$ cat config.mk
export PLATFORM = sky130hd
export DESIGN_NAME = vsync_wait_and_refresh_meter_core
export DESIGN_NICKNAME = d
export VERILOG_FILES = /design/src/rtl/core/vwrm_pkg.sv /design/src/rtl/core/vwrm_div.sv /design/src/rtl/core/vsync_wait_and_refresh_meter_core.sv
export SDC_FILE = /design/constraint.sdc
export NUM_CORES = 1
export LEC_CHECK = 0
export BUFFER_PORTS_ARGS = -buffer_cell sky130_fd_sc_hd__buf_2
export CORE_UTILIZATION = 31
export DETAILED_ROUTE_END_ITERATION = 10
export PLACE_DENSITY = 0.49
export SYNTH_ARGS = -nofsm -noshare
export SYNTH_HDL_FRONTEND = slang
export SYNTH_SLANG_ARGS = --single-unit
$ cat constraint.sdc
create_clock -name clk_i -period 6.7 [get_ports clk_i]
set_input_delay 1.34 -clock clk_i [delete_from_list [all_inputs] [get_ports clk_i]]
set_output_delay 1.34 -clock clk_i [all_outputs]
set_load 0.01 [all_outputs]
$ cat src/rtl/core/vwrm_pkg.sv
// Package for the vsync wait and refresh meter core.
// Holds register addresses, reset values, field widths and the divider handshake types.
// No dependencies; imported by vwrm_div and vsync_wait_and_refresh_meter_core.
package vwrm_pkg;

  // Field and state widths.
  localparam int unsigned TimeW     = 32;
  localparam int unsigned UsecsW    = 20;
  localparam int unsigned RowsW     = 16;
  localparam int unsigned AttemptsW = 4;
  localparam int unsigned DivW      = 32;
  localparam int unsigned CntW      = 5;
  localparam int unsigned PaddrW    = 4;
  localparam int unsigned PdataW    = 32;
  localparam int unsigned SDataW    = 40;
  localparam int unsigned MDataW    = 40;

  // Register indexes, taken from paddr[3:2].
  localparam logic [1:0] RegUsecsPerRefresh = 2'd0;
  localparam logic [1:0] RegRowsPerRefresh  = 2'd1;
  localparam logic [1:0] RegMonitorEnable   = 2'd2;

  // Reset values.
  localparam logic [UsecsW-1:0] UsecsReset   = 20'd16344;
  localparam logic [RowsW-1:0]  RowsReset    = 16'd646;
  localparam logic [TimeW-1:0]  RowRateReset = 32'd39526;

  // Microseconds per millisecond, used as divisor and as rows scale.
  localparam logic [DivW-1:0] UsPerMs    = 32'd1000;
  localparam logic [9:0]      RowsScale  = 10'd1000;

  // Request to the serial divider: start pulse with operands.
  typedef struct packed {
    logic            start;
    logic [DivW-1:0] num;
    logic [DivW-1:0] den;
  } div_req_t;

  // Divider status: busy while stepping, done for one cycle with the quotient.
  typedef struct packed {
    logic            busy;
    logic            done;
    logic [DivW-1:0] quo;
  } div_rsp_t;

endpackage

$ cat src/rtl/core/vwrm_div.sv
// Radix-2 restoring divider, one quotient bit per cycle.
// Depends on vwrm_pkg for widths and the request and status structs.
// A zero divisor yields an all-ones quotient.
module vwrm_div (
  input  logic               clk_i,
  input  logic               rst_ni,
  input  vwrm_pkg::div_req_t req_i,
  output vwrm_pkg::div_rsp_t rsp_o
);
  import vwrm_pkg::*;

  localparam logic [CntW-1:0] LastStep = CntW'(DivW - 1);

  logic [DivW-1:0] rem_q, rem_d;
  logic [DivW-1:0] quo_q, quo_d;
  logic [DivW-1:0] den_q;
  logic [CntW-1:0] cnt_q;
  logic            busy_q, done_q;

  logic [DivW:0]   shifted;
  logic [DivW:0]   diff;
  logic            ge;

  // One restoring step: bring down the next dividend bit and try a subtract.
  always_comb begin
    shifted = {rem_q, quo_q[DivW-1]};
    diff    = shifted - {1'b0, den_q};
    ge      = shifted >= {1'b0, den_q};
    rem_d   = ge ? diff[DivW-1:0] : shifted[DivW-1:0];
    quo_d   = {quo_q[DivW-2:0], ge};
  end

  // Operand registers and step counter.
  always_ff @(posedge clk_i or negedge rst_ni) begin
    if (!rst_ni) begin
      rem_q  <= '0;
      quo_q  <= '0;
      den_q  <= '0;
      cnt_q  <= '0;
      busy_q <= 1'b0;
      done_q <= 1'b0;
    end else begin
      done_q <= 1'b0;
      if (req_i.start) begin
        rem_q  <= '0;
        quo_q  <= req_i.num;
        den_q  <= req_i.den;
        cnt_q  <= '0;
        busy_q <= 1'b1;
      end else if (busy_q) begin
        rem_q <= rem_d;
        quo_q <= quo_d;
        cnt_q <= cnt_q + 1'b1;
        if (cnt_q == LastStep) begin
          busy_q <= 1'b0;
          done_q <= 1'b1;
        end
      end
    end
  end

  assign rsp_o.busy = busy_q;
  assign rsp_o.done = done_q;
  assign rsp_o.quo  = quo_q;

  // A start always begins a run of steps.
  a_start_busy: assert property (@(posedge clk_i) disable iff (!rst_ni)
    req_i.start |=> busy_q)
    else $error("divider did not start");

  // Completion is never reported while steps remain.
  a_done_idle: assert property (@(posedge clk_i) disable iff (!rst_ni)
    done_q |-> !busy_q)
    else $error("divider done while busy");

  // The last step is followed by the done pulse.
  a_last_done: assert property (@(posedge clk_i) disable iff (!rst_ni)
    (busy_q && !req_i.start && cnt_q == LastStep) |=> done_q)
    else $error("divider missed done");

endmodule

$ cat src/rtl/core/vsync_wait_and_refresh_meter_core.sv
// Vsync wait and refresh meter: top level with APB registers and stream ports.
// An ordinary item goes from acceptance through evaluation into the output register; a
// measuring item also takes two 32-step divider passes (frame count beside milliseconds,
// then the rate) and a 32-step shift-add multiply before the output register.
// One item is in work at a time; the next is accepted while a result waits for the receiver.
// Reset (rst_ni low, asynchronous) restores all registers and state; no clearing pass.
module vsync_wait_and_refresh_meter_core #(
  parameter int unsigned RETRY_LIMIT = 5
) (
  input  logic                        clk_i,
  input  logic                        rst_ni,
  // Input item stream.
  input  logic                        s_axis_tvalid,
  output logic                        s_axis_tready,
  // tdata: [0] detected, [32:1] time_us, [39:33] zero.
  input  logic [vwrm_pkg::SDataW-1:0] s_axis_tdata,
  // tuser: [0] mode.
  input  logic                        s_axis_tuser,
  // Result item stream.
  output logic                        m_axis_tvalid,
  input  logic                        m_axis_tready,
  // tdata: [0] arm_refused, [1] notify, [2] gave_up, [3] measured,
  // [35:4] row_rate, [36] detect_enabled, [39:37] zero.
  output logic [vwrm_pkg::MDataW-1:0] m_axis_tdata,
  // Configuration port.
  input  logic                        psel,
  input  logic                        penable,
  input  logic                        pwrite,
  input  logic [vwrm_pkg::PaddrW-1:0] paddr,
  input  logic [vwrm_pkg::PdataW-1:0] pwdata,
  output logic [vwrm_pkg::PdataW-1:0] prdata,
  output logic                        pready
);
  import vwrm_pkg::*;

  localparam logic [AttemptsW-1:0] Limit    = AttemptsW'(RETRY_LIMIT);
  localparam logic [CntW-1:0]      MulLast  = CntW'(DivW - 1);

  typedef enum logic [2:0] {
    ST_IDLE,
    ST_EXEC,
    ST_DIV1,
    ST_MUL,
    ST_DIV2S,
    ST_DIV2,
    ST_FIN
  } state_e;

  state_e state_q;

  // Configuration registers.
  logic [UsecsW-1:0] usecs_q;
  logic [RowsW-1:0]  rows_q;
  logic              monitor_q;

  // Block state.
  logic                 pending_q, detect_on_q, have_start_q;
  logic [AttemptsW-1:0] attempts_q;
  logic [TimeW-1:0]     start_time_q, row_rate_q;

  // Captured item and result flags.
  logic             mode_q, det_q;
  logic [TimeW-1:0] time_q;
  logic             refused_q, fire_q, gave_q, meas_q;

  // Measurement datapath.
  logic [DivW-1:0] ms_q, mult_q, mcand_q, prod_q;
  logic [CntW-1:0] cnt_q;

  // Output register.
  logic              m_valid_q;
  logic [MDataW-1:0] m_data_q;

  logic [TimeW-1:0] elapsed;
  logic [TimeW-1:0] rounded;
  logic             miss;
  logic             measure_go;
  logic [25:0]      rows_ms;
  logic             cfg_wr;
  logic             out_free;

  div_req_t div0_req, div1_req;
  div_rsp_t div0_rsp, div1_rsp;

  // Decisions for the captured item.
  always_comb begin
    elapsed    = time_q - start_time_q;
    rounded    = elapsed + TimeW'(usecs_q[UsecsW-1:1]);
    miss       = mode_q && !det_q && (attempts_q <= Limit);
    measure_go = mode_q && det_q && monitor_q && have_start_q && (elapsed >= UsPerMs);
    rows_ms    = rows_q * RowsScale;
  end

  // Shared divider: frame count first, then the row rate.
  always_comb begin
    div0_req.start = ((state_q == ST_EXEC) && measure_go) || (state_q == ST_DIV2S);
    if (state_q == ST_DIV2S) begin
      div0_req.num = prod_q;
      div0_req.den = ms_q;
    end else begin
      div0_req.num = rounded;
      div0_req.den = DivW'(usecs_q);
    end
    div1_req.start = (state_q == ST_EXEC) && measure_go;
    div1_req.num   = elapsed;
    div1_req.den   = UsPerMs;
  end

  vwrm_div u_div_main (
    .clk_i  (clk_i),
    .rst_ni (rst_ni),
    .req_i  (div0_req),
    .rsp_o  (div0_rsp)
  );

  // Milliseconds of the interval, run alongside the frame count.
  vwrm_div u_div_ms (
    .clk_i  (clk_i),
    .rst_ni (rst_ni),
    .req_i  (div1_req),
    .rsp_o  (div1_rsp)
  );

  assign cfg_wr   = psel && penable && pwrite;
  assign out_free = !m_valid_q || m_axis_tready;

  // Sequencer, state, configuration and output register.
  always_ff @(posedge clk_i or negedge rst_ni) begin
    if (!rst_ni) begin
      state_q      <= ST_IDLE;
      usecs_q      <= UsecsReset;
      rows_q       <= RowsReset;
      monitor_q    <= 1'b0;
      pending_q    <= 1'b0;
      detect_on_q  <= 1'b0;
      have_start_q <= 1'b0;
      attempts_q   <= '0;
      start_time_q <= '0;
      row_rate_q   <= RowRateReset;
      mode_q       <= 1'b0;
      det_q        <= 1'b0;
      time_q       <= '0;
      refused_q    <= 1'b0;
      fire_q       <= 1'b0;
      gave_q       <= 1'b0;
      meas_q       <= 1'b0;
      ms_q         <= '0;
      mult_q       <= '0;
      mcand_q      <= '0;
      prod_q       <= '0;
      cnt_q        <= '0;
      m_valid_q    <= 1'b0;
      m_data_q     <= '0;
    end else begin
      // Register writes.
      if (cfg_wr) begin
        unique case (paddr[3:2])
          RegUsecsPerRefresh: usecs_q   <= pwdata[UsecsW-1:0];
          RegRowsPerRefresh:  rows_q    <= pwdata[RowsW-1:0];
          RegMonitorEnable:   monitor_q <= pwdata[0];
          default: ;
        endcase
      end

      if (m_valid_q && m_axis_tready) begin
        m_valid_q <= 1'b0;
      end

      unique case (state_q)
        ST_IDLE: begin
          if (s_axis_tvalid) begin
            mode_q  <= s_axis_tuser;
            det_q   <= s_axis_tdata[0];
            time_q  <= s_axis_tdata[TimeW:1];
            state_q <= ST_EXEC;
          end
        end
        ST_EXEC: begin
          refused_q <= 1'b0;
          fire_q    <= 1'b0;
          gave_q    <= 1'b0;
          meas_q    <= 1'b0;
          if (!mode_q) begin
            // Arm request.
            if (pending_q) begin
              refused_q <= 1'b1;
            end else begin
              pending_q   <= 1'b1;
              attempts_q  <= AttemptsW'(1);
              detect_on_q <= 1'b1;
            end
          end else if (miss) begin
            attempts_q <= attempts_q + 1'b1;
          end else begin
            // Detection or give-up ends the wait.
            if (det_q && monitor_q) begin
              have_start_q <= 1'b1;
              start_time_q <= time_q;
            end
            fire_q      <= pending_q;
            pending_q   <= 1'b0;
            detect_on_q <= 1'b0;
            attempts_q  <= '0;
            gave_q      <= !det_q;
          end
          state_q <= measure_go ? ST_DIV1 : ST_FIN;
        end
        ST_DIV1: begin
          if (div0_rsp.done && div1_rsp.done) begin
            ms_q    <= div1_rsp.quo;
            mult_q  <= div0_rsp.quo;
            mcand_q <= DivW'(rows_ms);
            prod_q  <= '0;
            cnt_q   <= '0;
            state_q <= ST_MUL;
          end
        end
        ST_MUL: begin
          // Shift-add multiply, one multiplier bit per cycle, modulo 2^32.
          if (mult_q[0]) begin
            prod_q <= prod_q + mcand_q;
          end
          mcand_q <= {mcand_q[DivW-2:0], 1'b0};
          mult_q  <= {1'b0, mult_q[DivW-1:1]};
          cnt_q   <= cnt_q + 1'b1;
          if (cnt_q == MulLast) begin
            state_q <= ST_DIV2S;
          end
        end
        ST_DIV2S: begin
          state_q <= ST_DIV2;
        end
        ST_DIV2: begin
          if (div0_rsp.done) begin
            row_rate_q <= div0_rsp.quo;
            meas_q     <= 1'b1;
            state_q    <= ST_FIN;
          end
        end
        ST_FIN: begin
          if (out_free) begin
            m_valid_q <= 1'b1;
            m_data_q  <= {3'b000, detect_on_q, row_rate_q, meas_q, gave_q, fire_q, refused_q};
            state_q   <= ST_IDLE;
          end
        end
        default: state_q <= ST_IDLE;
      endcase
    end
  end

  assign s_axis_tready = (state_q == ST_IDLE);
  assign m_axis_tvalid = m_valid_q;
  assign m_axis_tdata  = m_data_q;
  assign pready        = 1'b1;

  // Register read-back.
  always_comb begin
    unique case (paddr[3:2])
      RegUsecsPerRefresh: prdata = PdataW'(usecs_q);
      RegRowsPerRefresh:  prdata = PdataW'(rows_q);
      RegMonitorEnable:   prdata = PdataW'(monitor_q);
      default:            prdata = '0;
    endcase
  end

  // A pending notification and detection enable always move together.
  a_pending_detect: assert property (@(posedge clk_i) disable iff (!rst_ni)
    pending_q == detect_on_q)
    else $error("pending and detect enable disagree");

  // While waiting on the first divider pass, the divider is working or finishing.
  a_div1_active: assert property (@(posedge clk_i) disable iff (!rst_ni)
    (state_q == ST_DIV1) |-> (div0_rsp.busy || div0_rsp.done))
    else $error("waiting on an idle divider");

  // An accepted item is evaluated in the next cycle.
  a_accept_exec: assert property (@(posedge clk_i) disable iff (!rst_ni)
    (s_axis_tvalid && s_axis_tready) |=> (state_q == ST_EXEC))
    else $error("accepted item not evaluated");

endmodule
==> out/qor.yml, run 1 <==
status: "finished, final reports clean"
clkTransAtPathRegs_ns: 0.06
p_sw_w: 0.00865
skew_ns: 0.0289
n_fill_cell: 9754
synth.ff_latch_count: 489
pwr-share-comb: 0.592
cts_resized: 0
die_w_um: 310
synth_edf_count: 0
final_util: 0.356
cap_violations: 0
swShare: 0.453
setup_violations: 0
drc: 0
wl_per_cell_um: 17.7
worstHoldPathType: "register to register"
crit_arrival_ns: 6.33
viasPerCell: 4.95
clock-root-buffer: "clkbuf_16"
antenna_found_initial: 2
crit_type: "register to register"
num_rows: 112
yosysTopAreaCellShare: 0.398
netlist_area_sq_mm: 0.0293
yosys.area.top_type: "dfrtp_1"
htree_levels: 2
p_leak_nw: 15.4
fin_area_sq_mm: 0.0333
powerDensity_mw_per_mm2: 572
intPower_w: 0.0104
die-area_sq_mm: 0.0959
rsz0062_at_grt: "no"
hold_buffers: 0
io_buffer_count: 121
cp_max_fo: 6
drv_slew: 0
crit_path_end_kind: "register"
fin_nets: 3465
peakVddDrop_uv: 457
slew_headroom: 0.248
grt_pass1_wl_um: 125000
crit_path_frequent_cell: "fa_1"
fp.coreArea_sq_mm: 0.0936
insertion_delay_ns: 0.67
cts_buffers: 59
pwr-share-clk: 0.181
ys.flop_type: "dfrtp_1"
netlist_instances: 3078
tns_ns: 0
slowest_stage: "dfstp_2"
worstMarginPinSlew_ns: 1.13
cts_setup_buffers: 0
fin_crit_sh: 0.868
synth-seq-area-share: 0.418
antennaDiodeCount: 0
dr_total_vias: 22000
fmax_ghz: 0.172
overflow: 0
ys_warn_count: 0
first_iter_violations: 1307
post_route_cells_drive_above_1_share: 0.135
critPathMaxStageDelay_ns: 0.60
gp_congestion: 0.851
fin_crit_ns: 5.82
grt_pass1_vias: 21300
final_hold_viol_count: 0
cts_buffer_depth: 3
synthArstFlopShare: 1.00
io-pin-count: 159
grt_max_degree: 148
initial_utilization: 0.314
seqPwrFrac: 0.227
detail-route-antenna-nets: 0
dp_hpwl_um: 56600
place_area_sq_mm: 0.0312
netlist-cell-type-count: 82
areaGrowthSynthToFinish_pct: 13.6
wl_um: 78600
cts_tree: "done"
yosysMostFrequentCell: "dfrtp_1"
synth_common_cells: "dfrtp_1 (467), nand2_1 (366), nor2_1 (269)"
die_y_um: 310
cts_sinks: 489
drt_pass1_iterations: 5
synth.avg_cell_area_sq_um: 9.54
synth_area_leaders: "dfrtp_1 (40%), ha_1 (7.6%), nand2_1 (4.7%)"
finalPower_w: 0.0191
crit_chain: "fa_1 > inv_1 > fa_1 > fa_1 > fa_1 > inv_1 > ha_1 > inv_1 > o21bai_1 > o311ai_0 > o21ai_0 > o31ai_1 > o21ai_0 > o31a_1 > o41a_1 > a21oi_1 > xnor2_1 > o21ai_0"
grt_use_total: 0.167
cp.required_ns: 7.21
worstSetupStartpointType: "register"
## critical path: cells and delay by family (launching register included)
| kind | cells | cell delay, ns |
|---|---|---|
| adder cells (fa/ha/maj) | 5 | 2.18 |
| AO/OA/AOI/OAI | 9 | 2.51 |
| flip-flops | 1 | 0.60 |
| XOR/XNOR | 1 | 0.13 |
| buffers and inverters | 3 | 0.22 |
## cell families (layout without fill, tap and decap cells)
logic type      Yosys count  count (layout)  synth area share
compound gates          748             748             0.164
xor+xnor                147             147            0.0439
fa+ha+maj               237             237             0.116
buf+inv                 363             466            0.0500
flops                   489             489             0.418
mux                     197             197            0.0720
other cells               2              16          0.000256
simple gates            895             895             0.136
## routing by layer
layer  up-vias  part of all wire  GRT usage
li1      10900                 -          -
met1     10700              0.52      0.256
met2       356              0.42      0.242
met3        89             0.043     0.0247
met4         0             0.021     0.0390
met5         -                 0          0
## flip-flops by register name, indices dropped and copies added (netlist names), 5 cells and up
signal and count:
mcand_q 29, usecs_q 20, u_div_main.rem_q 32, time_q 32, u_div_main.den_q 32, u_div_ms.quo_q 32, prod_q 29, cnt_q 5
u_div_ms.cnt_q 5, u_div_main.quo_q 32, m_axis_tdata 37, u_div_main.cnt_q 5, row_rate_q 32, u_div_ms.rem_q 32, ms_q 32, start_time_q 32
rows_q 16, mult_q 32
## per-stage QoR
step / instances / hold WS, ns / worst slack [ns]
after floorplan: 3092 / 0.438 / 1.54
after global placement: 4337 / 0.456 / 0.929
after detailed placement: 4337 / 0.460 / 0.952
after CTS: 4449 / 0.474 / 0.889
after global routing: 4449 / 0.489 / 0.444
final: 4449 / 0.472 / 0.882
## layout by cell type (no fill, tap or decap), types with 16 or more instances in the layout
cell / count
inv_1: 199
mux2i_1: 83
o21bai_1: 29
buf_2: 120
buf_4: 29
nor2b_1: 25
fa_1: 58
nand3_1: 55
nand4_1: 20
a21o_1: 53
a211oi_1: 75
nor3_1: 34
o22ai_1: 56
nor2_1: 266
conb_1: 16
o21a_1: 28
dfrtp_1: 465
xnor2_1: 80
nand2b_1: 17
dfstp_2: 22
a22oi_1: 27
nand2_1: 366
o21ai_0: 194
o31ai_1: 24
clkbuf_1: 17
a21oi_1: 140
and3_1: 17
ha_1: 179
xor2_1: 67
mux2_2: 114
clkbuf_16: 60
## power by group through the flow
stage / Combinational [W] / Clock, W / Sequential [W]
CTS: 0.0114 / 0.00355 / 0.00433
global placement: 0.0113 / 0 / 0.00437
floorplan: 0.00852 / 0 / 0.00412
global route: 0.0129 / 0.00365 / 0.00443
finish: 0.0113 / 0.00345 / 0.00433
detailed placement: 0.0113 / 0 / 0.00438
## final cells by class
type,count,area [sq um],share of cell area
flip-flops and latches,489,12300,0.368
repair buffers,154,913,0.0274
multi-input cells,2240,15700,0.472
clock inverters,21,340,0.0102
clock buffers,91,1760,0.0527
well taps,1254,1570,0.0471
inverters,200,751,0.0225
## path summary, 6_finish.rpt
path                         startpoint  slack, ns          endpoint  cells past startpoint
setup / recovery              rows_q[1]       0.88       mcand_q[25]                     18
hold / removal             have_start_q       0.47      have_start_q                      1
setup reg to reg              rows_q[1]       0.88       mcand_q[25]                     18
hold reg to reg            have_start_q       0.47      have_start_q                      1
max in group asynchronous        rst_ni       4.68         time_q[6]                      2
min in group asynchronous        rst_ni       0.66  m_axis_tdata[21]                      1
No activity file was read; power rests on OpenSTA's default activity.
==> run 2: changes to the inputs <==
--- a/config.mk
+++ b/config.mk
@@ -8,7 +8,8 @@
 export BUFFER_PORTS_ARGS = -buffer_cell sky130_fd_sc_hd__buf_2
 export CORE_UTILIZATION = 31
 export DETAILED_ROUTE_END_ITERATION = 10
-export PLACE_DENSITY = 0.49
+export PLACE_DENSITY = 0.51
 export SYNTH_ARGS = -nofsm -noshare
 export SYNTH_HDL_FRONTEND = slang
+export SYNTH_HIERARCHICAL = 1
 export SYNTH_SLANG_ARGS = --single-unit
==> constraint.sdc (replaced) <==
create_clock -name clk_i -period 4.8 [get_ports clk_i]
set_input_delay 0.96 -clock clk_i [delete_from_list [all_inputs] [get_ports clk_i]]
set_output_delay 0.96 -clock clk_i [all_outputs]
set_load 0.01 [all_outputs]
==> out/qor.yml, run 2 <==
crit_type: "register to register"
grt_max_degree: 105  # -29%
ys_warn_count: 6  # +6
overflow: 0  # unchanged
slowest_stage: "dfstp_2"
worst-path-buf-inv: 3  # unchanged
drv_slew: 0  # unchanged
dr_total_vias: 26700  # +21%
cts_sinks: 520  # +6.3%
critical_path.reg2reg.endpoint: "mcand_q[24]"
synth.avg_cell_area_sq_um: 9.02  # -5.4%
grt_use_total: 0.171  # +0.00453
cts_buffer_depth: 3  # unchanged
clkTransAtPathRegs_ns: 0.05  # about the same
grt_pass1_vias: 25700  # +21%
dp_hpwl_um: 69600  # +23%
rsz0062_at_grt: "yes"
netlist_area_sq_mm: 0.0333  # +14%
cp_max_fo: 3  # -3
crit_path_end_kind: "register"
status: "finished, final reports clean"
worstMarginPinSlew_ns: 0.964  # -0.162 ns
r2r-start: "rows_q[2]"
crit_path_frequent_cell: "fa_1"
worstSetupStartpointType: "register"
gp_congestion: 0.896  # +5.3%
areaGrowthSynthToFinish_pct: 17.2
crit_family: "adder cells"
netlist_instances: 3692  # +20%
drc: 0  # unchanged
final_common_cell: "nand2_1"
cap_violations: 0  # unchanged
htree_levels: 3  # +1
antenna_found_initial: 4  # +2
first_iter_violations: 1561  # +19%
post_route_cells_drive_above_1_share: 0.168  # +0.0335
wl_per_cell_um: 17.4  # -1.2%
fin_crit_sh: 0.998  # +0.130
final_hold_viol_count: 0  # unchanged
largest_reg_flops: 37  # unchanged
grt_pass1_wl_um: 147000  # +17%
die_y_um: 330  # +6.5%
viasPerCell: 5.00  # +1.0%
fmax_ghz: 0.209  # +21%
cts_buffers: 66  # +12%
fin_nets: 4244  # +22%
drt_pass1_iterations: 5  # unchanged
fp.coreArea_sq_mm: 0.106  # +13%
hold_buffers: 0  # unchanged
reg2regPathDepth: 18  # unchanged
num_rows: 119  # +6.3%
fin_area_sq_mm: 0.0391  # +17%
place_area_sq_mm: 0.0362  # +16%
cp.required_ns: 5.35  # -1.86 ns
initial_utilization: 0.315  # +0.00118
fin_crit_ns: 4.79  # -1.03 ns
insertion_delay_ns: 0.63  # -0.04 ns
die-area_sq_mm: 0.109  # +13%
slew_headroom: 0.357  # +0.110
worstHoldPathType: "primary input to asynchronous set/reset pin"
tns_ns: 0  # unchanged
io-pin-count: 159  # unchanged
setup_violations: 0  # unchanged
wl_um: 93200  # +19%
crit_arrival_ns: 5.34  # -0.99 ns
clock-root-buffer: "clkbuf_16"
ff2ff_setup_slack_ns: 0.01  # -0.87 ns
io_buffer_count: 121  # unchanged
die_w_um: 330  # +6.5%
detail-route-antenna-nets: 0  # unchanged
final_cell_mix: "nand2_1 (581), dfrtp_1 (496), o21ai_0 (297)"
skew_ns: 0.0196  # -0.00934 ns
crit_chain: "buf_6 > inv_4 > fa_1 > fa_1 > fa_1 > fa_1 > inv_2 > ha_4 > o21ai_4 > o211ai_1 > and3_1 > o31a_1 > o21a_1 > o21ai_4 > a2111oi_4 > a31oi_1 > a211o_1 > nand3_1"
critPathMaxStageDelay_ns: 0.54  # -0.06 ns
cts_tree: "done"
-- run 2: what timing repair did --
item	in CTS	in global routing
pin swaps	32	43
setup buffers	6	13
resized for setup	26	55
setup endpoints to repair	9	19
hold endpoints to repair	0	0
-- run 2: stage by stage --
step	instances	hold slack (ns)	setup slack [ns]	utilization
after floorplan	3738	0.437	0.0443	-
after global placement	5203	0.455	-0.201	0.342
after detailed placement	5203	0.459	-0.234	0.342
after CTS	5330	0.410	-0.0612	0.366
after global routing	5341	0.460	-0.225	0.369
final	5342	0.402	0.00956	0.369
-- run 2: area by class of cell --
type                    count  area, sq um
well taps                1391         1740
inverters                 238          901
diodes                      1         2.50
repair buffers            285         1970
clock inverters            27          390
fillers                 10800        66800
multi-input cells        2786        19100
flip-flops and latches    520        13000
clock buffers              94         1930
-- run 2: worst max path at each step --
stage              start     endpoint  cells past startpoint
4_1_cts        rows_q[2]  mcand_q[24]                     19
6_report       rows_q[2]  mcand_q[24]                     18
5_1_grt        rows_q[1]  mcand_q[24]                     18
3_5_place_dp   rows_q[2]  mcand_q[24]                     17
2_1_floorplan  rows_q[2]  mcand_q[24]                     17
3_3_place_gp   rows_q[2]  mcand_q[24]                     17
-- run 2: per-layer routing --
metal,wire (um),global-route usage,up-vias
met2,41500,0.263,404
met5,25,0,-
met3,3070,0.0234,120
li1,-,-,13200
met4,2710,0.0538,4
met1,45900,0.247,12900
Power of run 2 is left out: the tool's default activity adds up to more than one toggle a clock period on the data nets, which glitch-free logic cannot reach.
